===== src/rtl/sdf_pkg.sv =====
// Shared constants and types for the sync packet deframer.
// No dependencies; imported by every other file of the block.
`timescale 1ns / 1ps
`default_nettype none

package sdf_pkg;

  // Default number of 16-bit samples in an ADC payload.
  localparam int unsigned ADC_SAMPLES_DEFAULT = 32;

  // Header and type byte values.
  localparam logic [7:0] SYNC_BYTE  = 8'h55;
  localparam logic [7:0] TYPE_BLOCK = 8'h20;
  localparam logic [7:0] TYPE_ADC   = 8'h00;

  // Block payload length in bytes, and the index of its final field.
  localparam int unsigned BLOCK_BYTES      = 52;
  localparam logic [5:0]  BLOCK_LAST_FIELD = 6'd28;

  // Packet kind codes carried with every result.
  localparam logic KIND_BLOCK = 1'b0;
  localparam logic KIND_ADC   = 1'b1;

  // One assembled field, as handed to the output buffer.
  typedef struct packed {
    logic        packet_kind;
    logic [5:0]  field_index;
    logic [63:0] field_value;
    logic        last_of_packet;
  } sdf_result_t;

endpackage

`default_nettype wire


===== src/rtl/sdf_parser.sv =====
// Byte parser of the sync packet deframer: header hunt, payload offset and field assembly.
// Depends on sdf_pkg for the header constants and the result type.
`timescale 1ns / 1ps
`default_nettype none

module sdf_parser #(
  parameter int unsigned ADC_SAMPLES = sdf_pkg::ADC_SAMPLES_DEFAULT
) (
  input  wire logic                 clk_i,
  input  wire logic                 rst_ni,
  input  wire logic                 byte_fire_i,
  input  wire logic [7:0]           byte_i,
  output logic                      res_push_o,
  output sdf_pkg::sdf_result_t      res_o
);
  import sdf_pkg::*;

  // Parse modes.
  localparam logic [1:0] ModeHunt  = 2'd0;
  localparam logic [1:0] ModeBlock = 2'd1;
  localparam logic [1:0] ModeAdc   = 2'd2;

  localparam logic [6:0] BlockLastOff = 7'(BLOCK_BYTES - 1);
  localparam logic [6:0] AdcLastOff   = 7'(2 * ADC_SAMPLES - 1);

  logic [1:0]  sync_seen_q, sync_seen_d;
  logic [1:0]  mode_q, mode_d;
  logic [6:0]  offset_q, offset_d;
  logic [63:0] acc_q, acc_d;

  logic [2:0]  pos;
  logic [63:0] acc_next;
  logic        last;

  // Byte position within the current field, from the payload offset.
  always_comb begin
    if (mode_q == ModeBlock && offset_q < 7'd24) begin
      pos = offset_q[2:0];
    end else begin
      pos = {2'b00, offset_q[0] & (mode_q == ModeAdc || offset_q < 7'd28)};
    end
  end

  // Little-endian assembly: the first byte of a field replaces the accumulator.
  assign acc_next = (pos == 3'd0) ? {56'd0, byte_i}
                                  : acc_q | ({56'd0, byte_i} << {pos, 3'b000});

  // Next state and result for one byte.
  always_comb begin
    sync_seen_d = sync_seen_q;
    mode_d      = mode_q;
    offset_d    = offset_q;
    acc_d       = acc_q;
    res_push_o  = 1'b0;
    res_o       = '0;
    last        = 1'b0;

    unique case (mode_q)
      ModeBlock: begin
        acc_d = acc_next;
        last  = offset_q >= BlockLastOff;
        if (last) begin
          mode_d   = ModeHunt;
          offset_d = '0;
        end else begin
          offset_d = offset_q + 7'd1;
        end
        res_o.packet_kind    = KIND_BLOCK;
        res_o.field_value    = acc_next;
        res_o.last_of_packet = last;
        if (offset_q < 7'd24) begin
          res_o.field_index = {4'd0, offset_q[4:3]};
          res_push_o        = (offset_q[2:0] == 3'd7);
        end else if (offset_q < 7'd28) begin
          res_o.field_index = 6'd3 + {5'd0, offset_q[1]};
          res_push_o        = offset_q[0];
        end else begin
          res_o.field_index = 6'(offset_q - 7'd23);
          res_push_o        = 1'b1;
        end
      end
      ModeAdc: begin
        acc_d = acc_next;
        last  = offset_q >= AdcLastOff;
        if (last) begin
          mode_d   = ModeHunt;
          offset_d = '0;
        end else begin
          offset_d = offset_q + 7'd1;
        end
        res_o.packet_kind    = KIND_ADC;
        res_o.field_index    = offset_q[6:1];
        res_o.field_value    = {48'd0, acc_next[15:0]};
        res_o.last_of_packet = last;
        res_push_o           = offset_q[0];
      end
      default: begin
        // Hunting; the unused mode code falls back here as well.
        mode_d = ModeHunt;
        if (sync_seen_q == 2'd3) begin
          if (byte_i == SYNC_BYTE) begin
            sync_seen_d = 2'd3;
          end else if (byte_i == TYPE_BLOCK) begin
            sync_seen_d = '0;
            mode_d      = ModeBlock;
            offset_d    = '0;
            acc_d       = '0;
          end else if (byte_i == TYPE_ADC) begin
            sync_seen_d = '0;
            mode_d      = ModeAdc;
            offset_d    = '0;
            acc_d       = '0;
          end else begin
            sync_seen_d = '0;
          end
        end else if (byte_i == SYNC_BYTE) begin
          sync_seen_d = sync_seen_q + 2'd1;
        end else begin
          sync_seen_d = '0;
        end
      end
    endcase

    if (!byte_fire_i) begin
      res_push_o = 1'b0;
    end
  end

  // Parser state, updated on each accepted byte.
  always_ff @(posedge clk_i or negedge rst_ni) begin
    if (!rst_ni) begin
      sync_seen_q <= '0;
      mode_q      <= ModeHunt;
      offset_q    <= '0;
      acc_q       <= '0;
    end else if (byte_fire_i) begin
      sync_seen_q <= sync_seen_d;
      mode_q      <= mode_d;
      offset_q    <= offset_d;
      acc_q       <= acc_d;
    end
  end

endmodule

`default_nettype wire


===== src/rtl/sdf_skid.sv =====
// Two-entry output buffer of the sync packet deframer: result register plus skid register.
// Depends on sdf_pkg for the result type.
`timescale 1ns / 1ps
`default_nettype none

module sdf_skid (
  input  wire logic                 clk_i,
  input  wire logic                 rst_ni,
  input  wire logic                 push_i,
  input  wire sdf_pkg::sdf_result_t push_data_i,
  output logic                      full_o,
  output logic                      out_valid_o,
  input  wire logic                 out_stall_i,
  output sdf_pkg::sdf_result_t      out_data_o
);
  import sdf_pkg::*;

  logic        main_valid_q, main_valid_d;
  logic        skid_valid_q, skid_valid_d;
  sdf_result_t main_q, main_d;
  sdf_result_t skid_q, skid_d;
  logic        pop;

  assign pop         = main_valid_q && !out_stall_i;
  assign out_valid_o = main_valid_q;
  assign out_data_o  = main_q;
  assign full_o      = skid_valid_q;

  // Refill the result register from the skid entry first to keep order.
  always_comb begin
    main_valid_d = main_valid_q;
    skid_valid_d = skid_valid_q;
    main_d       = main_q;
    skid_d       = skid_q;
    if (pop || !main_valid_q) begin
      if (skid_valid_q) begin
        main_d       = skid_q;
        main_valid_d = 1'b1;
        skid_valid_d = 1'b0;
      end else begin
        main_d       = push_data_i;
        main_valid_d = push_i;
      end
    end else if (push_i) begin
      skid_d       = push_data_i;
      skid_valid_d = 1'b1;
    end
  end

  // Control bits.
  always_ff @(posedge clk_i or negedge rst_ni) begin
    if (!rst_ni) begin
      main_valid_q <= 1'b0;
      skid_valid_q <= 1'b0;
    end else begin
      main_valid_q <= main_valid_d;
      skid_valid_q <= skid_valid_d;
    end
  end

  // Payload registers.
  always_ff @(posedge clk_i) begin
    main_q <= main_d;
    skid_q <= skid_d;
  end

endmodule

`default_nettype wire


===== src/rtl/sync_packet_deframer.sv =====
// Sync packet deframer takes one received byte per transfer and hunts for three 0x55 bytes
// and a type byte; type 0x20 opens a 52-byte block payload of 29 fields, type 0x00 an ADC
// payload of ADC_SAMPLES 16-bit samples, and each field is emitted little-endian on the byte
// that completes it. A byte is accepted in each cycle that rx_stall_o is low; its result, if
// any, is registered in the result register, or the skid register while that is held. A
// two-entry output buffer absorbs downstream stalls, so rx_stall_o rises only once both its
// entries hold results, and then for as long as the consumer keeps res_stall_i high.
// Depends on sdf_pkg, sdf_parser and sdf_skid.
`timescale 1ns / 1ps
`default_nettype none

module sync_packet_deframer #(
  parameter int unsigned ADC_SAMPLES = sdf_pkg::ADC_SAMPLES_DEFAULT
) (
  input  wire logic        clk_i,
  input  wire logic        rst_ni,
  input  wire logic        rx_valid_i,
  output logic             rx_stall_o,
  input  wire logic [7:0]  rx_byte_i,
  output logic             res_valid_o,
  input  wire logic        res_stall_i,
  output logic             packet_kind_o,
  output logic [5:0]       field_index_o,
  output logic [63:0]      field_value_o,
  output logic             last_of_packet_o
);
  import sdf_pkg::*;

  logic        rx_fire;
  logic        res_push;
  logic        buf_full;
  sdf_result_t res_new;
  sdf_result_t res_out;

  // Input transfer whenever the output buffer has a free entry.
  assign rx_stall_o = buf_full;
  assign rx_fire    = rx_valid_i && !rx_stall_o;

  sdf_parser #(
    .ADC_SAMPLES(ADC_SAMPLES)
  ) u_parser (
    .clk_i      (clk_i),
    .rst_ni     (rst_ni),
    .byte_fire_i(rx_fire),
    .byte_i     (rx_byte_i),
    .res_push_o (res_push),
    .res_o      (res_new)
  );

  sdf_skid u_skid (
    .clk_i      (clk_i),
    .rst_ni     (rst_ni),
    .push_i     (res_push),
    .push_data_i(res_new),
    .full_o     (buf_full),
    .out_valid_o(res_valid_o),
    .out_stall_i(res_stall_i),
    .out_data_o (res_out)
  );

  // Result fields onto their ports.
  assign packet_kind_o    = res_out.packet_kind;
  assign field_index_o    = res_out.field_index;
  assign field_value_o    = res_out.field_value;
  assign last_of_packet_o = res_out.last_of_packet;

`ifndef NO_ASSERTIONS
  // A full skid entry implies the result register is occupied.
  a_stall_implies_valid: assert property (@(posedge clk_i) disable iff (!rst_ni)
    rx_stall_o |-> res_valid_o)
    else $error("input stalled while no result is presented");

  // The final ADC sample carries the last sample number.
  a_adc_last_index: assert property (@(posedge clk_i) disable iff (!rst_ni)
    res_valid_o && last_of_packet_o && packet_kind_o == KIND_ADC
      |-> field_index_o == 6'(ADC_SAMPLES - 1))
    else $error("ADC packet ended on the wrong sample number");

  // The final block field carries index BLOCK_LAST_FIELD.
  a_block_last_index: assert property (@(posedge clk_i) disable iff (!rst_ni)
    res_valid_o && last_of_packet_o && packet_kind_o == KIND_BLOCK
      |-> field_index_o == BLOCK_LAST_FIELD)
    else $error("block packet ended on the wrong field");

  // ADC samples are 16 bits wide.
  a_adc_width: assert property (@(posedge clk_i) disable iff (!rst_ni)
    res_valid_o && packet_kind_o == KIND_ADC |-> field_value_o[63:16] == 48'd0)
    else $error("ADC sample wider than 16 bits");
`endif

endmodule

`default_nettype wire


===== config.mk =====
export PLATFORM = sky130hd
export DESIGN_NAME = sync_packet_deframer
export DESIGN_NICKNAME = d
export VERILOG_FILES = /design/src/rtl/sdf_pkg.sv /design/src/rtl/sdf_parser.sv /design/src/rtl/sdf_skid.sv /design/src/rtl/sync_packet_deframer.sv
export SDC_FILE = /design/constraint.sdc
export NUM_CORES = 1
export LEC_CHECK = 0
export BUFFER_PORTS_ARGS = -buffer_cell sky130_fd_sc_hd__clkbuf_2
export CORE_MARGIN = 4
export CORE_UTILIZATION = 45
export CTS_CLUSTER_DIAMETER = 60
export DETAILED_ROUTE_END_ITERATION = 12
export PLACE_DENSITY = 0.7
export SETUP_SLACK_MARGIN = 0.02
export SLEW_MARGIN = 25
export SYNTH_ARGS = -nofsm -noshare
export SYNTH_HDL_FRONTEND = slang
export SYNTH_HIERARCHICAL = 1
export SYNTH_SLANG_ARGS = --single-unit

===== constraint.sdc =====
create_clock -name clk_i -period 3.6 [get_ports clk_i]
set_input_delay 0.72 -clock clk_i [delete_from_list [all_inputs] [get_ports clk_i]]
set_output_delay 0.72 -clock clk_i [all_outputs]
set_load 0.02 [all_outputs]

Word-level counts from Yosys, hierarchy flattened
Cells that the tools add are included.

Flip-flop bits (word level): 221. Latch bits: 0. Memory bits (writable): 0. Bits in read-only memories: 0. Bits of input ports: 12. Output and inout port bits: 74. Memories kept: 0.

Add/sub/neg operators: 4. $mul: 0. Div/mod/pow operators: 0. $lt $le $gt $ge: 4. Eq/ne operators: 10. Shifts and indexed selects: 1. Muxes and demuxes: 35. Bitwise gates (word level): 4. Reduce and logical (&&, ||, !) cells: 21.

Operators by type and width (count): 64-bit 2-to-1 mux (6); 72-bit one-hot mux with 2 select lines (1); 72-bit 2-to-1 mux (1); 64-bit OR (1); 8-bit by 6-bit left shift with 64-bit output (1); 7-bit 2-to-1 mux (6); 2-bit 2-to-1 mux (9); 7-bit by 6-bit greater-or-equal comparator with 1-bit output (second input constant) (2); 7-bit by 5-bit less-than comparator with 1-bit output (second input constant) (2); 7-bit one-hot mux with 2 select lines (1); 6-bit 2-to-1 mux (2); 8-bit by 6-bit equality test with 1-bit output (second input constant) (1); 8-bit by 7-bit equality test with 1-bit output (second input constant) (1); 8-bit zero test (1); 4-bit AND reduction (2); 7-bit by 1-bit adder with 7-bit output (second input constant) (1); 1-bit 2-to-1 mux (6); 2-bit inequality test (second input constant) (3); 3-bit nonzero test (2); 6-bit by 5-bit subtractor with 6-bit output (second input constant) (1); 2-bit equality test (second input constant) (2); 2-bit one-hot mux with 2 select lines (1); 2-bit AND reduction (2); 2-bit nonzero test (2); 16 further kinds (22).

Logic depth before layout (Yosys ltp)
Depth after elaboration: 9. Depth in mapped cells: 11. Gate-level depth less buffers: 7.

Hierarchy
Netlist, hierarchy kept.

By module, submodules not included: sdf_skid (times used 1, cells each 230, area each 5515.3 sq um); sdf_parser (times used 1, cells each 603, area each 4924.7 sq um); sync_packet_deframer (times used 1, cells each 1, area each 13.8 sq um).

Least setup slack after synthesis
Ideal clock, no wire load.

Path type: flip-flop to flip-flop. Start: register u_parser.offset_q[3]. End: register u_skid/skid_q[0] (netlist bit) (enable). Data arrival time: 3.279 ns. Path slack: -0.117 ns. Cell stages (with the launch flop): 8. Buffers on the path: 2. Period minus slack after synthesis: 3.717 ns. Path through: dfrtp_1 and2_1 buf_2 clkbuf_1 o41a_1 o21ai_0 a21oi_1 and3_1.

Word-level cells in the longest chain between the ends: 6.

RTL lines: start, declared (line sdf_parser.sv:28) `logic [6:0] offset_q, offset_d;`; start signal, assigned (line sdf_parser.sv:139) `offset_q <= offset_d;`; 7-bit by 5-bit less-than comparator with 1-bit output (line sdf_parser.sv:74) `end else if (offset_q < 7'd28) begin`; 1-bit 2-to-1 mux (line sdf_parser.sv:74); 1-bit 2-to-1 mux (*) (line sdf_parser.sv:71) `if (offset_q < 7'd24) begin`; 1-bit one-hot mux with 2 select lines (*) (line sdf_parser.sv:58) `unique case (mode_q)`; 1-bit 2-to-1 mux (*) (line sdf_parser.sv:124) `if (!byte_fire_i) begin`; net res_push (line sync_packet_deframer.sv:30) `logic res_push;`; 2-bit AND reduction (no line) (*); end signal, assigned (line sdf_skid.sv:64) `skid_q <= skid_d;`; end, declared (line sdf_skid.sv:21) `sdf_result_t skid_q, skid_d;`.

The timed path passes the listed nets; every way through them passes the cells marked *. A chain may end at the register's enable or synchronous reset.

Worst setup path after layout
Start: register u_parser.offset_q[1]. End: register u_skid/skid_q[63] (netlist bit) (enable).

The elaborated chain is that of the path after synthesis.

==> flow_summary.yaml <==
yosys:
  synth-seq-area-share: 0.598
  ys.flop_type: "edfxtp_1"
  syn-num-nets: 852
  syn_inst: 834
  async_reset_ff_frac: 0.348
  avgSynthCellArea_sq_um: 12.5
  synth-seq-cells: 221
  netlist_area_sq_um: 10500
  synth_edf_count: 144
  ys_types: 55
  yosysWarningCount: 6
placed_design:
  dpl_cell_area_sq_um: 11100
  portBuffers: 85
  dp_hpwl_um: 14300
  gp_congestion: 0.843
timing:
  fin_crit_ps: 2850
  rsz0062_at_grt: "false"
  fin_skew_ps: 9.29
  tightest_slew_ps: 781
  finalSetupViolCount: 0
  relSlewSlack: 0.475
  tns_ps: 0
  slew_viol_final: 0
  hold_viol_final: 0
  max_freq_mhz: 351
  post-route-period-util: 0.791
layout:
  fin_area_sq_um: 11900
  fin_util: 0.523
  drive_gt1_frac: 0.259
  multi_input_area_sq_um: 3670
  final_net_count: 905
  regArea_sq_um: 6250
  fillers: 1978
  final_common_cell: "edfxtp_1"
  final_cell_mix: "edfxtp_1, a21oi_1, clkbuf_2"
  n_antenna_cell: 0
  syn_to_final_growth_pct: 14.0
worst_setup_path:
  cp-start-kind: "register"
  slowest_delay_ps: 640
  cp_top_family: "flip-flops"
  crit_fanout: 72
  path_class: "reg -> reg"
  cp_cell_sequence: "buf_4, ha_1, ha_1, o41a_1, o21ai_0, a21oi_1, and3_2, buf_12"
  end_kind: "register"
  crit_slowest_cell: "dfrtp_1"
  worstPathRequired_ps: 3770
  cp_num_buf_inv: 2
  critPathMostFrequentCell: "ha_1"
  arrival_ps: 3010
route:
  wl_met1_um: 10200
  drt_iter0_drc: 685
  drtAntennaViolNets: 0
  wl_um: 23200
  wl_per_cell_um: 19.0
  vias: 7188
  viasPerCell: 5.90
  drt_first_pass_iters: 5
  wl_met3_um: 1440
  wl_met2_um: 11000
  highest_layer: "met4"
  drc_errors: 0
power_and_ir_drop:
  finalPower_mw: 5.56
  pwr_density_cell_nw_per_um2: 467
  leakage_nw: 4.81
  vdd_drop_max_mv: 0.301
grt:
  grt_pass1_wl_um: 38100
  antenna_found_initial: 0
  track_usage: 0.177
  grt_pass1_vias: 7063
  overflow: 0
  grt_start_max_net_pins: 73
clock_tree:
  cts_tree: "yes"
  h-tree-depth: 1
  clkTransAtPathRegs_ps: 60
  post_cts_buffers: 0
  clk_latency_ps: 520
  cts_root_buffer: "clkbuf_16"
  cts-buffers-inserted: 25
  clkSinkCount: 221
  hold_buffers: 0
  cts.repair.resized: 0
  clk_path_buf_depth: 3
die:
  die_w_um: 160
  die_y_um: 160
  die_area_sq_um: 25700
  num_rows: 55
  initial_core_util: 0.459
  coreArea_sq_um: 22800
  pin_count: 86
outcome:
  outcome: "finished clean"
flow_run:
  drv_cap: 0
worst_hold_path:
  min_path_type: "in -> async"
==> report_power, final <==
group | internal, mW | total [mW] | switching, mW
clock | 1.46 | 2.46 | 0.995
sequential | 2.73 | 2.78 | 0.0501
combinational | 0.110 | 0.324 | 0.214
==> worst register-to-register path, cell delays in order, from the launching register on <==
cell and delay [ps]:
dfrtp_1 640, buf_4 260, ha_1 250, ha_1 170
o41a_1 160, o21ai_0 80, a21oi_1 260, and3_2 240
buf_12 280
==> registers in the layout, indices dropped and copies added (netlist names) <==
signal,count
u_skid/out_valid_o,1
u_skid/full_o,1
u_parser/offset_q,7
u_skid/skid_q,72
u_parser/acc_q,64
u_parser/sync_seen_q,2
u_skid/out_data_o,72
u_parser/mode_q,2
==> worst paths after layout <==
kind / start / end / slack (ps) / cells past startpoint
hold reg to reg: u_parser/sync_seen_q[1]$_DFFE_PN0P_ / u_parser/sync_seen_q[1]$_DFFE_PN0P_ / 480 / 2
max in group asynchronous: rst_ni / u_parser/acc_q[20]$_DFFE_PN0P_ / 2520 / 2
setup / recovery: u_parser/offset_q[1]$_DFFE_PN0P_ / u_skid/skid_q[63]$_DFFE_PP_ / 750 / 8
min in group clk_i: res_stall_i / u_skid/full_o$_DFFE_PN0P_ / 450 / 2
hold / removal: rst_ni / u_parser/acc_q[50]$_DFFE_PN0P_ / 200 / 1
setup reg to reg: u_parser/offset_q[1]$_DFFE_PN0P_ / u_skid/skid_q[63]$_DFFE_PP_ / 750 / 8
==> kinds of logic after synthesis <==
group                      after synthesis  synth area share
DFF                                    221             0.598
adders and majority gates                6           0.00718
xor gates and xnor gates                 4           0.00335
buffers and inverters                  117            0.0531
muxes                                   74             0.101
AOI/OAI and AO/OA                      252             0.157
and+or+nand+nor                        160            0.0806
==> synth_stat cells (all sizes together), types with 2 or more instances <==
| library cell | n | area, sq um |
|---|---|---|
| a221o | 8 | 80.1 |
| a31oi | 31 | 194 |
| nor4b | 2 | 32.5 |
| o21ai | 21 | 105 |
| a2111oi | 2 | 17.5 |
| nand4b | 2 | 17.5 |
| nor4 | 12 | 105 |
| buf | 38 | 259 |
| a22o | 4 | 35.0 |
| xnor2 | 4 | 35.0 |
| a41o | 2 | 20.0 |
| dfrtp | 77 | 1930 |
| a211o | 2 | 17.5 |
| nor2 | 54 | 203 |
| nor3 | 10 | 66.3 |
| nand3 | 19 | 95.1 |
| clkbuf | 48 | 180 |
| o211ai | 4 | 30.0 |
| ha | 6 | 75.1 |
| nand2b | 2 | 12.5 |
| a21oi | 114 | 571 |
| and2 | 7 | 43.8 |
| and3 | 9 | 61.3 |
| nor2b | 3 | 26.3 |
| o211a | 10 | 100 |
| mux2 | 74 | 1050 |
| or3 | 2 | 12.5 |
| inv | 31 | 116 |
| nand2 | 33 | 124 |
| edfxtp | 144 | 4320 |
| a41oi | 46 | 403 |
==> routing by layer <==
layer  up-vias  GRT usage
li1       3272          -
met4         0     0.0446
met1      3610      0.248
met2       265      0.289
met3        41     0.0308
met5         -          0
==> area by class of cell <==
class                           instances  share of cell area
Clock inverter                          9             0.00745
Timing Repair Buffer                  112              0.0569
Sequential cell                       221               0.525
Multi-Input combinational cell        496               0.308
Inverter                               31             0.00976
Tap cell                              313              0.0329
Clock buffer                           37              0.0605
==> metrics by stage <==
step | worst slack, ps | cells | hold slack [ps]
global route | 635 | 1219 | 226
finish | 752 | 1219 | 204
detailed placement | 765 | 1173 | 471
CTS | 825 | 1219 | 206
global placement | 825 | 1173 | 454
floorplan | 684 | 834 | 424
Note: power is estimated with default switching activity, not from simulation.
